### src/rtl/plr_pkg.sv
// Package for the pen line rasterizer: result status codes and the
// command/status structs between controller and datapath. No dependencies.
`default_nettype none

package plr_pkg;

    localparam int COORD_W  = 6;
    localparam int GRID_W   = 7;
    localparam int STATUS_W = 2;

    localparam logic [STATUS_W-1:0] ST_PLOT   = 2'd0;
    localparam logic [STATUS_W-1:0] ST_MOVE   = 2'd1;
    localparam logic [STATUS_W-1:0] ST_REJECT = 2'd2;

    typedef struct packed {
        logic accept;
        logic emit;
    } cmd_t;

    typedef struct packed {
        logic line_start;
        logic done;
    } sts_t;

endpackage

`default_nettype wire

### src/rtl/plr_datapath.sv
// Datapath of the pen line rasterizer: grid register, pen, Bresenham
// stepper and result register. Depends on plr_pkg; driven by plr_ctrl.
`default_nettype none

module plr_datapath #(
    parameter int MAX_GRID = 64
) (
    input  wire                              aclk,
    input  wire                              aresetn,
    input  wire                              cfg_we,
    input  wire  [plr_pkg::GRID_W-1:0]       cfg_wdata,
    input  wire                              s_action,
    input  wire  signed [7:0]                s_target_x,
    input  wire  signed [7:0]                s_target_y,
    input  wire  plr_pkg::cmd_t              cmd,
    output plr_pkg::sts_t                    sts,
    output logic [plr_pkg::COORD_W-1:0]      m_plot_x,
    output logic [plr_pkg::COORD_W-1:0]      m_plot_y,
    output logic [plr_pkg::STATUS_W-1:0]     m_status,
    output logic                             m_last
);

    localparam logic [plr_pkg::GRID_W-1:0] GRID_CAP = plr_pkg::GRID_W'(MAX_GRID);

    logic [plr_pkg::GRID_W-1:0]   grid_reg;
    logic [plr_pkg::COORD_W-1:0]  pen_x_reg, pen_y_reg;
    logic [plr_pkg::COORD_W-1:0]  tgt_x_reg, tgt_y_reg;
    logic [plr_pkg::COORD_W-1:0]  cur_x_reg, cur_y_reg;
    logic [plr_pkg::COORD_W-1:0]  dx_reg, ady_reg;
    logic                         sx_reg, sy_reg;
    logic signed [8:0]            err_reg;
    logic [plr_pkg::COORD_W-1:0]  cnt_reg;
    logic [plr_pkg::COORD_W-1:0]  out_x_reg, out_y_reg;
    logic [plr_pkg::STATUS_W-1:0] out_status_reg;
    logic                         out_last_reg;

    logic [plr_pkg::GRID_W-1:0]   limit;
    logic                         tgt_ok;
    logic [plr_pkg::COORD_W-1:0]  new_tx, new_ty;
    logic                         new_sx, new_sy;
    logic [plr_pkg::COORD_W-1:0]  new_dx, new_ady;
    logic signed [9:0]            e2, dx_s, ady_s;
    logic signed [8:0]            dx9, ady9, err_next;
    logic                         cond_x, cond_y, step_x, step_y, done;
    logic [plr_pkg::COORD_W-1:0]  x_next, y_next;

    always_comb begin
        limit  = (grid_reg > GRID_CAP) ? GRID_CAP : grid_reg;
        tgt_ok = !s_target_x[7] && (s_target_x[6:0] < limit)
              && !s_target_y[7] && (s_target_y[6:0] < limit);
        new_tx = s_target_x[plr_pkg::COORD_W-1:0];
        new_ty = s_target_y[plr_pkg::COORD_W-1:0];
        new_sx = pen_x_reg < new_tx;
        new_sy = pen_y_reg < new_ty;
        new_dx  = new_sx ? new_tx - pen_x_reg : pen_x_reg - new_tx;
        new_ady = new_sy ? new_ty - pen_y_reg : pen_y_reg - new_ty;

        e2     = {err_reg, 1'b0};
        dx_s   = $signed({4'b0, dx_reg});
        ady_s  = $signed({4'b0, ady_reg});
        dx9    = $signed({3'b0, dx_reg});
        ady9   = $signed({3'b0, ady_reg});
        cond_x = e2 >= -ady_s;
        cond_y = e2 <= dx_s;
        step_x = cond_x && (cur_x_reg != tgt_x_reg);
        step_y = !(cond_x && (cur_x_reg == tgt_x_reg))
              && cond_y && (cur_y_reg != tgt_y_reg);
        done   = (cond_x && (cur_x_reg == tgt_x_reg))
              || (cond_y && (cur_y_reg == tgt_y_reg))
              || (&cnt_reg);
        err_next = err_reg - (step_x ? ady9 : 9'sd0) + (step_y ? dx9 : 9'sd0);
        x_next   = step_x ? (sx_reg ? cur_x_reg + 6'd1 : cur_x_reg - 6'd1) : cur_x_reg;
        y_next   = step_y ? (sy_reg ? cur_y_reg + 6'd1 : cur_y_reg - 6'd1) : cur_y_reg;

        sts.line_start = tgt_ok && s_action;
        sts.done       = done;
    end

    always_ff @(posedge aclk) begin
        if (!aresetn) begin
            grid_reg  <= 7'd64;
            pen_x_reg <= '0;
            pen_y_reg <= '0;
        end else begin
            if (cfg_we) begin
                grid_reg <= cfg_wdata;
            end
            if (cmd.accept && tgt_ok && !s_action) begin
                pen_x_reg <= new_tx;
                pen_y_reg <= new_ty;
            end else if (cmd.emit && done) begin
                pen_x_reg <= tgt_x_reg;
                pen_y_reg <= tgt_y_reg;
            end
        end
    end

    always_ff @(posedge aclk) begin
        if (cmd.accept) begin
            tgt_x_reg <= new_tx;
            tgt_y_reg <= new_ty;
            cur_x_reg <= pen_x_reg;
            cur_y_reg <= pen_y_reg;
            dx_reg    <= new_dx;
            ady_reg   <= new_ady;
            sx_reg    <= new_sx;
            sy_reg    <= new_sy;
            err_reg   <= $signed({3'b0, new_dx}) - $signed({3'b0, new_ady});
            cnt_reg   <= '0;
            out_last_reg <= 1'b1;
            if (!tgt_ok) begin
                out_x_reg      <= pen_x_reg;
                out_y_reg      <= pen_y_reg;
                out_status_reg <= plr_pkg::ST_REJECT;
            end else begin
                out_x_reg      <= new_tx;
                out_y_reg      <= new_ty;
                out_status_reg <= plr_pkg::ST_MOVE;
            end
        end else if (cmd.emit) begin
            out_x_reg      <= cur_x_reg;
            out_y_reg      <= cur_y_reg;
            out_status_reg <= plr_pkg::ST_PLOT;
            out_last_reg   <= done;
            cur_x_reg      <= x_next;
            cur_y_reg      <= y_next;
            err_reg        <= err_next;
            cnt_reg        <= cnt_reg + 6'd1;
        end
    end

    assign m_plot_x = out_x_reg;
    assign m_plot_y = out_y_reg;
    assign m_status = out_status_reg;
    assign m_last   = out_last_reg;

    a_pen_follows_line: assert property (@(posedge aclk) disable iff (!aresetn)
        (cmd.emit && done) |=> (pen_x_reg == $past(tgt_x_reg)
                                && pen_y_reg == $past(tgt_y_reg)))
        else $error("pen not moved to line end");

endmodule

`default_nettype wire

### src/rtl/plr_ctrl.sv
// Controller of the pen line rasterizer: idle/run state machine and the
// result valid flag. Depends on plr_pkg; drives plr_datapath.
`default_nettype none

module plr_ctrl (
    input  wire            aclk,
    input  wire            aresetn,
    input  wire            s_valid,
    output logic           s_ready,
    output logic           m_valid,
    input  wire            m_ready,
    input  wire  plr_pkg::sts_t  sts,
    output plr_pkg::cmd_t  cmd
);

    typedef enum logic {IDLE, RUN} state_t;

    state_t state_reg;
    logic   m_valid_reg;
    logic   slot_free;

    always_comb begin
        slot_free  = !m_valid_reg || m_ready;
        s_ready    = (state_reg == IDLE) && slot_free;
        cmd.accept = s_valid && s_ready;
        cmd.emit   = (state_reg == RUN) && slot_free;
    end

    always_ff @(posedge aclk) begin
        if (!aresetn) begin
            state_reg   <= IDLE;
            m_valid_reg <= 1'b0;
        end else begin
            case (state_reg)
                IDLE: begin
                    if (cmd.accept) begin
                        state_reg   <= sts.line_start ? RUN : IDLE;
                        m_valid_reg <= !sts.line_start;
                    end else begin
                        m_valid_reg <= m_valid_reg && !m_ready;
                    end
                end
                RUN: begin
                    if (slot_free) begin
                        m_valid_reg <= 1'b1;
                        if (sts.done) begin
                            state_reg <= IDLE;
                        end
                    end
                end
                default: begin
                    state_reg   <= IDLE;
                    m_valid_reg <= 1'b0;
                end
            endcase
        end
    end

    assign m_valid = m_valid_reg;

    a_no_accept_in_run: assert property (@(posedge aclk) disable iff (!aresetn)
        (state_reg == RUN) |-> !s_ready)
        else $error("input taken during a line");

    a_single_result: assert property (@(posedge aclk) disable iff (!aresetn)
        (cmd.accept && !sts.line_start) |=> (m_valid && state_reg == IDLE))
        else $error("single result not presented");

    a_line_end: assert property (@(posedge aclk) disable iff (!aresetn)
        (cmd.emit && sts.done) |=> (state_reg == IDLE && m_valid))
        else $error("line did not finish");

    a_line_start: assert property (@(posedge aclk) disable iff (!aresetn)
        (cmd.accept && sts.line_start) |=> (state_reg == RUN && !m_valid))
        else $error("line did not start");

endmodule

`default_nettype wire

### src/rtl/pen_line_rasterizer_top.sv
// Pen line rasterizer top level: Bresenham line drawing from a stored pen.
// Depends on plr_pkg, plr_ctrl and plr_datapath.
//
// Usage: each input transaction carries an action (0 move, 1 line) and a
// signed target. Targets outside the grid (cfg_wdata sets its side, capped
// at MAX_GRID) give one reject result holding the pen. A move gives one
// result with the new pen. A line gives one plot result per cell from the
// pen to the target, the last marked with m_last; the pen then moves there.
// Order: a move or reject result is valid the cycle after acceptance. A
// line enters the RUN state on acceptance; from there the Bresenham stepper
// registers one cell a cycle into the output register while that register
// is empty or being taken. One item is in work at a time.
// Stall: a result waits in the output register while m_ready is low and
// the stepper holds; s_ready is high only when idle and the output register
// is empty or being taken.
// Reset: grid side 64, pen at (0,0), no result pending.
`default_nettype none

module pen_line_rasterizer_top #(
    parameter int MAX_GRID = 64
) (
    input  wire                              aclk,
    input  wire                              aresetn,
    input  wire                              cfg_we,
    input  wire  [plr_pkg::GRID_W-1:0]       cfg_wdata,
    input  wire                              s_valid,
    output logic                             s_ready,
    input  wire                              s_action,
    input  wire  signed [7:0]                s_target_x,
    input  wire  signed [7:0]                s_target_y,
    output logic                             m_valid,
    input  wire                              m_ready,
    output logic [plr_pkg::COORD_W-1:0]      m_plot_x,
    output logic [plr_pkg::COORD_W-1:0]      m_plot_y,
    output logic [plr_pkg::STATUS_W-1:0]     m_status,
    output logic                             m_last
);

    plr_pkg::cmd_t cmd;
    plr_pkg::sts_t sts;

    plr_ctrl u_ctrl (
        .aclk    (aclk),
        .aresetn (aresetn),
        .s_valid (s_valid),
        .s_ready (s_ready),
        .m_valid (m_valid),
        .m_ready (m_ready),
        .sts     (sts),
        .cmd     (cmd)
    );

    plr_datapath #(
        .MAX_GRID (MAX_GRID)
    ) u_datapath (
        .aclk       (aclk),
        .aresetn    (aresetn),
        .cfg_we     (cfg_we),
        .cfg_wdata  (cfg_wdata),
        .s_action   (s_action),
        .s_target_x (s_target_x),
        .s_target_y (s_target_y),
        .cmd        (cmd),
        .sts        (sts),
        .m_plot_x   (m_plot_x),
        .m_plot_y   (m_plot_y),
        .m_status   (m_status),
        .m_last     (m_last)
    );

endmodule

`default_nettype wire
### config.mk
export PLATFORM = sky130hd
export DESIGN_NAME = pen_line_rasterizer_top
export DESIGN_NICKNAME = d
export VERILOG_FILES = /design/src/rtl/plr_pkg.sv /design/src/rtl/plr_datapath.sv /design/src/rtl/plr_ctrl.sv /design/src/rtl/pen_line_rasterizer_top.sv
export SDC_FILE = /design/constraint.sdc
export NUM_CORES = 1
export LEC_CHECK = 0
export BUFFER_PORTS_ARGS = -buffer_cell sky130_fd_sc_hd__buf_4
export CELL_PAD_IN_SITES_DETAIL_PLACEMENT = 1
export CELL_PAD_IN_SITES_GLOBAL_PLACEMENT = 2
export CORE_MARGIN = 3
export CORE_UTILIZATION = 35
export DETAILED_ROUTE_END_ITERATION = 10
export PLACE_DENSITY = 0.8
export SKIP_LAST_GASP = 1
export SLEW_MARGIN = 20
export SYNTH_ARGS = -nofsm -noshare
export SYNTH_HDL_FRONTEND = slang
export SYNTH_SLANG_ARGS = --single-unit
### constraint.sdc
create_clock -name aclk -period 8.55 [get_ports aclk]
set_input_delay 0.4275 -clock aclk [delete_from_list [all_inputs] [get_ports aclk]]
set_output_delay 0.4275 -clock aclk [all_outputs]
set_load 0.02 [all_outputs]
==> metrics.md <==
| Metric | Value |
|---|---|
| Vias per inst | `5.23` |
| HP Class | `input pin to flip-flop` |
| Routed WL | `about 17000 um` |
| Core area | `between 15000 and 20000 um2` |
| Fraction of layout cells with a size suffix above 1 | `0.107` |
| Critical Path Start Type | `flip-flop` |
| Num rows | `48` |
| Port bufs | `between 40 and 50` |
| First-pass iteration count of the detailed router | `4` |
| Die Width | `roughly 140 um` |
| Worst r2r dst | `u_datapath.err_reg[8]` |
| Worst endpoint required time | `between 8000 and 9000 ps` |
| Critical path's slowest cell | `fa_1` |
| CTS clk-pin slew, worst paths | `around 60 ps` |
| Largest net degree at the start of global routing | `55` |
| Fmax | `approximately 190 MHz` |
| Post-DP HPWL | `around 13000 um` |
| Syn avg cell area | `between 9 and 10 um2` |
| Worst-Margin Slew | `967 ps` |
| Synth Flop Type | `edfxtp_1` |
| Crit path time final | `between 5000 and 6000 ps` |
| Part of the Yosys area used for sequential elements | `0.378` |
| Cts bufs inserted | `9` |
| Hold slack | `296 ps` |
| Clk_lat worst skew | `between 300 and 400 ps` |
| Fillers | `around 2000` |
| Crit-path max cell delay | `just under 500 ps` |
| Routed len/inst | `between 15 and 20 um` |
| GP Congestion | `between 0.8 and 0.9` |
| Gr ovfl total | `0` |
| Crit-path leading delay family | `compound AO/OA/AOI/OAI gates` |
| Die height | `approximately 140 um` |
| Hold path startpoint | `s_target_x[5]` |
| Vias in the first global route | `roughly 5500` |
| Synth warn | `0` |
| Post-route core utilization | `0.411` |
| Hold depth | `1` |
| Max-Cap Viols | `0` |
| Die ar. | `19700 um2` |
| Largest register FFs | `9` |
| Status | `finished clean` |
| Worst Setup End Kind | `flip-flop` |
| Slew Limit Fails | `0` |
| Reg2reg path depth | `20` |
| Max rail drop VDD | `around 130 uV` |
| Crit Path Max Fanout | `7` |
| H-tree Lvls | `3` |
| RSZ-0062 raised after global routing | `false` |
| Count of final hold-check violations | `0` |
| Root Driver | `clkbuf_16` |
| Post-synthesis cell area | `between 6000 and 7000 um2` |
| Commonest non-fill, non-tap cells in the layout | `73 x ha_1, 69 x inv_1, 61 x edfxtp_1` |
| Syn nets | `~780` |
| DRT antenna net count | `0` |
| Sum Neg Setup Slack | `0 ps` |
| Area Growth Syn to Fin | `13.7%` |
| Relative slew slack | `0.355` |
| Ys async rst share | `0` |
| Clock tree sinks | `a little under 90` |
| Hold EP | `u_datapath.tgt_x_reg[5]` |
| Leakage | `~3.2 nW` |
| Synthesized flop and latch total | `89` |
| First-pass GRT wire length | `28300 um` |
| DRT iter0 DRCs | `204` |
| Worst setup margin | `3340 ps` |
| Worst path bufs/invs | `1` |
| Reg-to-Reg Start | `u_datapath.ady_reg[1]` |
| Worst path cell trace | `nor3_1, nand2_1, nor2_1, ha_1, a21o_1, a211o_1, a21o_1, o21a_1, and3b_1, nand2_1, fa_1, inv_1, fa_1, a21o_1, a21oi_1, nor2b_1, o21a_1, o22a_1, nand4_1, or3b_1` |
| Endpoints failing setup | `0` |
| Diode count | `0` |
| Worst Clk Skew | `just under 9 ps` |
| CTS tree | `built` |
| Starting Density | `0.362` |
| Reg2reg setup slack | `roughly 3300 ps` |
| PostCTS Resize Cnt | `0` |
| Post-synth EDFFs | `61` |
| Total number of vias | `approximately 5000` |
| # DRC | `0` |
| Post-Synthesis Cells | `between 600 and 700` |
| Post-CTS setup buffers | `0` |
| Pwr per Cell Area | `between 200 and 250 nW/um2` |
| Most common library cell in the layout ignoring fill and taps | `ha_1` |
| Gr usage total | `0.181` |
| Count of cell types in the netlist | `59` |
| CP Class | `flip-flop to flip-flop` |
| CP dominant cell by count | `a21o_1` |
| Post-Place Worst Slack | `around 3400 ps` |
| Final period util | `0.609` |
| Initial antenna violation count | `0` |
| Longest Clk Path Bufs | `2` |
| Ports | `46` |
| CTS Hold Buffers Added | `0` |
| CP arrival | `about 5300 ps` |
| Tot Pwr | `between 1.5 and 2 mW` |
| Final nets | `about 820` |
-- metal layers --
layer	vias to the layer above	wire length, um	GRT usage
met5	-	0	0
met4	0	204	0.0408
met3	15	454	0.0311
met2	69	8810	0.324
met1	2381	7830	0.228
li1	2412	-	-
-- kinds of logic after synthesis --
family                   count (synthesis)  share of synthesized area
XOR/XNOR                                46                     0.0637
AND/OR/NAND/NOR                        180                      0.136
adder cells (fa/ha/maj)                 86                      0.186
multiplexers                            13                     0.0210
flip-flops                              89                      0.378
buffers and inverters                   93                     0.0568
AO/OA/AOI/OAI                          155                      0.159
-- synthesized netlist by cell type, types with 2 or more instances --
| cell | count | area share |
|---|---|---|
| nor2b_1 | 11 | 0.011 |
| a21o_1 | 17 | 0.020 |
| nand3_1 | 8 | 0.0063 |
| nor4_1 | 5 | 0.0049 |
| inv_2 | 3 | 0.0018 |
| mux2i_1 | 11 | 0.017 |
| buf_2 | 2 | 0.0016 |
| mux2_2 | 2 | 0.0036 |
| dfxtp_1 | 28 | 0.089 |
| nor3b_1 | 2 | 0.0024 |
| o211ai_1 | 5 | 0.0059 |
| o21a_1 | 3 | 0.0036 |
| ha_1 | 73 | 0.14 |
| clkbuf_1 | 17 | 0.010 |
| a2111oi_0 | 2 | 0.0028 |
| fa_1 | 13 | 0.041 |
| o21ai_1 | 15 | 0.012 |
| edfxtp_1 | 61 | 0.29 |
| a211oi_1 | 3 | 0.0036 |
| xnor2_1 | 23 | 0.032 |
| or3_1 | 2 | 0.0020 |
| a21boi_0 | 3 | 0.0036 |
| nor2_1 | 45 | 0.027 |
| and2_1 | 7 | 0.0069 |
| nand4_1 | 6 | 0.0059 |
| a221o_1 | 12 | 0.019 |
| a31oi_1 | 6 | 0.0059 |
| a21oi_1 | 47 | 0.037 |
| nand2_1 | 58 | 0.034 |
| o21bai_1 | 6 | 0.0071 |
| and3_1 | 3 | 0.0030 |
| nand2b_1 | 4 | 0.0040 |
| o21ai_0 | 22 | 0.017 |
| inv_1 | 69 | 0.041 |
| or2_2 | 2 | 0.0020 |
| xor2_1 | 23 | 0.032 |
| a211o_1 | 3 | 0.0042 |
| nor3_1 | 19 | 0.015 |
-- power breakdown --
| part | internal [mW] | switching, mW |
|---|---|---|
| clock network | 0.227 | 0.173 |
| logic | 0.344 | 0.429 |
| registers | 0.540 | 0.0518 |
| total | 1.11 | 0.654 |
-- worst register-to-register path: cells and delay by family (launching register included) --
| kind | cells | cell delay, ps |
|---|---|---|
| buf+inv | 1 | 80 |
| simple gates | 8 | 1570 |
| compound gates | 8 | 1650 |
| flops | 1 | 440 |
| fa+ha+maj | 3 | 1210 |
-- how the worst max path moves through the flow --
stage	slack (ps)	from	cells past startpoint	endpoint
global placement	3500	u_datapath.ady_reg[1]	20	u_datapath.err_reg[8]
floorplan	3710	u_datapath.ady_reg[1]	21	u_datapath.err_reg[8]
detailed placement	3360	u_datapath.ady_reg[1]	20	u_datapath.err_reg[8]
global route	2890	u_datapath.ady_reg[1]	20	u_datapath.err_reg[8]
finish	3340	u_datapath.ady_reg[1]	20	u_datapath.err_reg[8]
CTS	3310	u_datapath.ady_reg[1]	20	u_datapath.err_reg[8]
-- per-stage QoR --
step	cells	cell area, um2
final	933	7190
after global routing	933	7190
after CTS	933	7190
after detailed placement	917	6900
after global placement	917	6900
after floorplan	662	6320
-- layout make-up --
class | count | area [um2] | share of cell area
clock inverter | 5 | 56.3 | 0.00783
tap | 225 | 282 | 0.0392
clock buffer | 11 | 233 | 0.0324
multi-input combinational | 480 | 3570 | 0.497
inverter | 72 | 270 | 0.0376
sequential | 89 | 2390 | 0.333
timing repair buffer | 51 | 383 | 0.0533
Power figures use the tool's default switching activity.
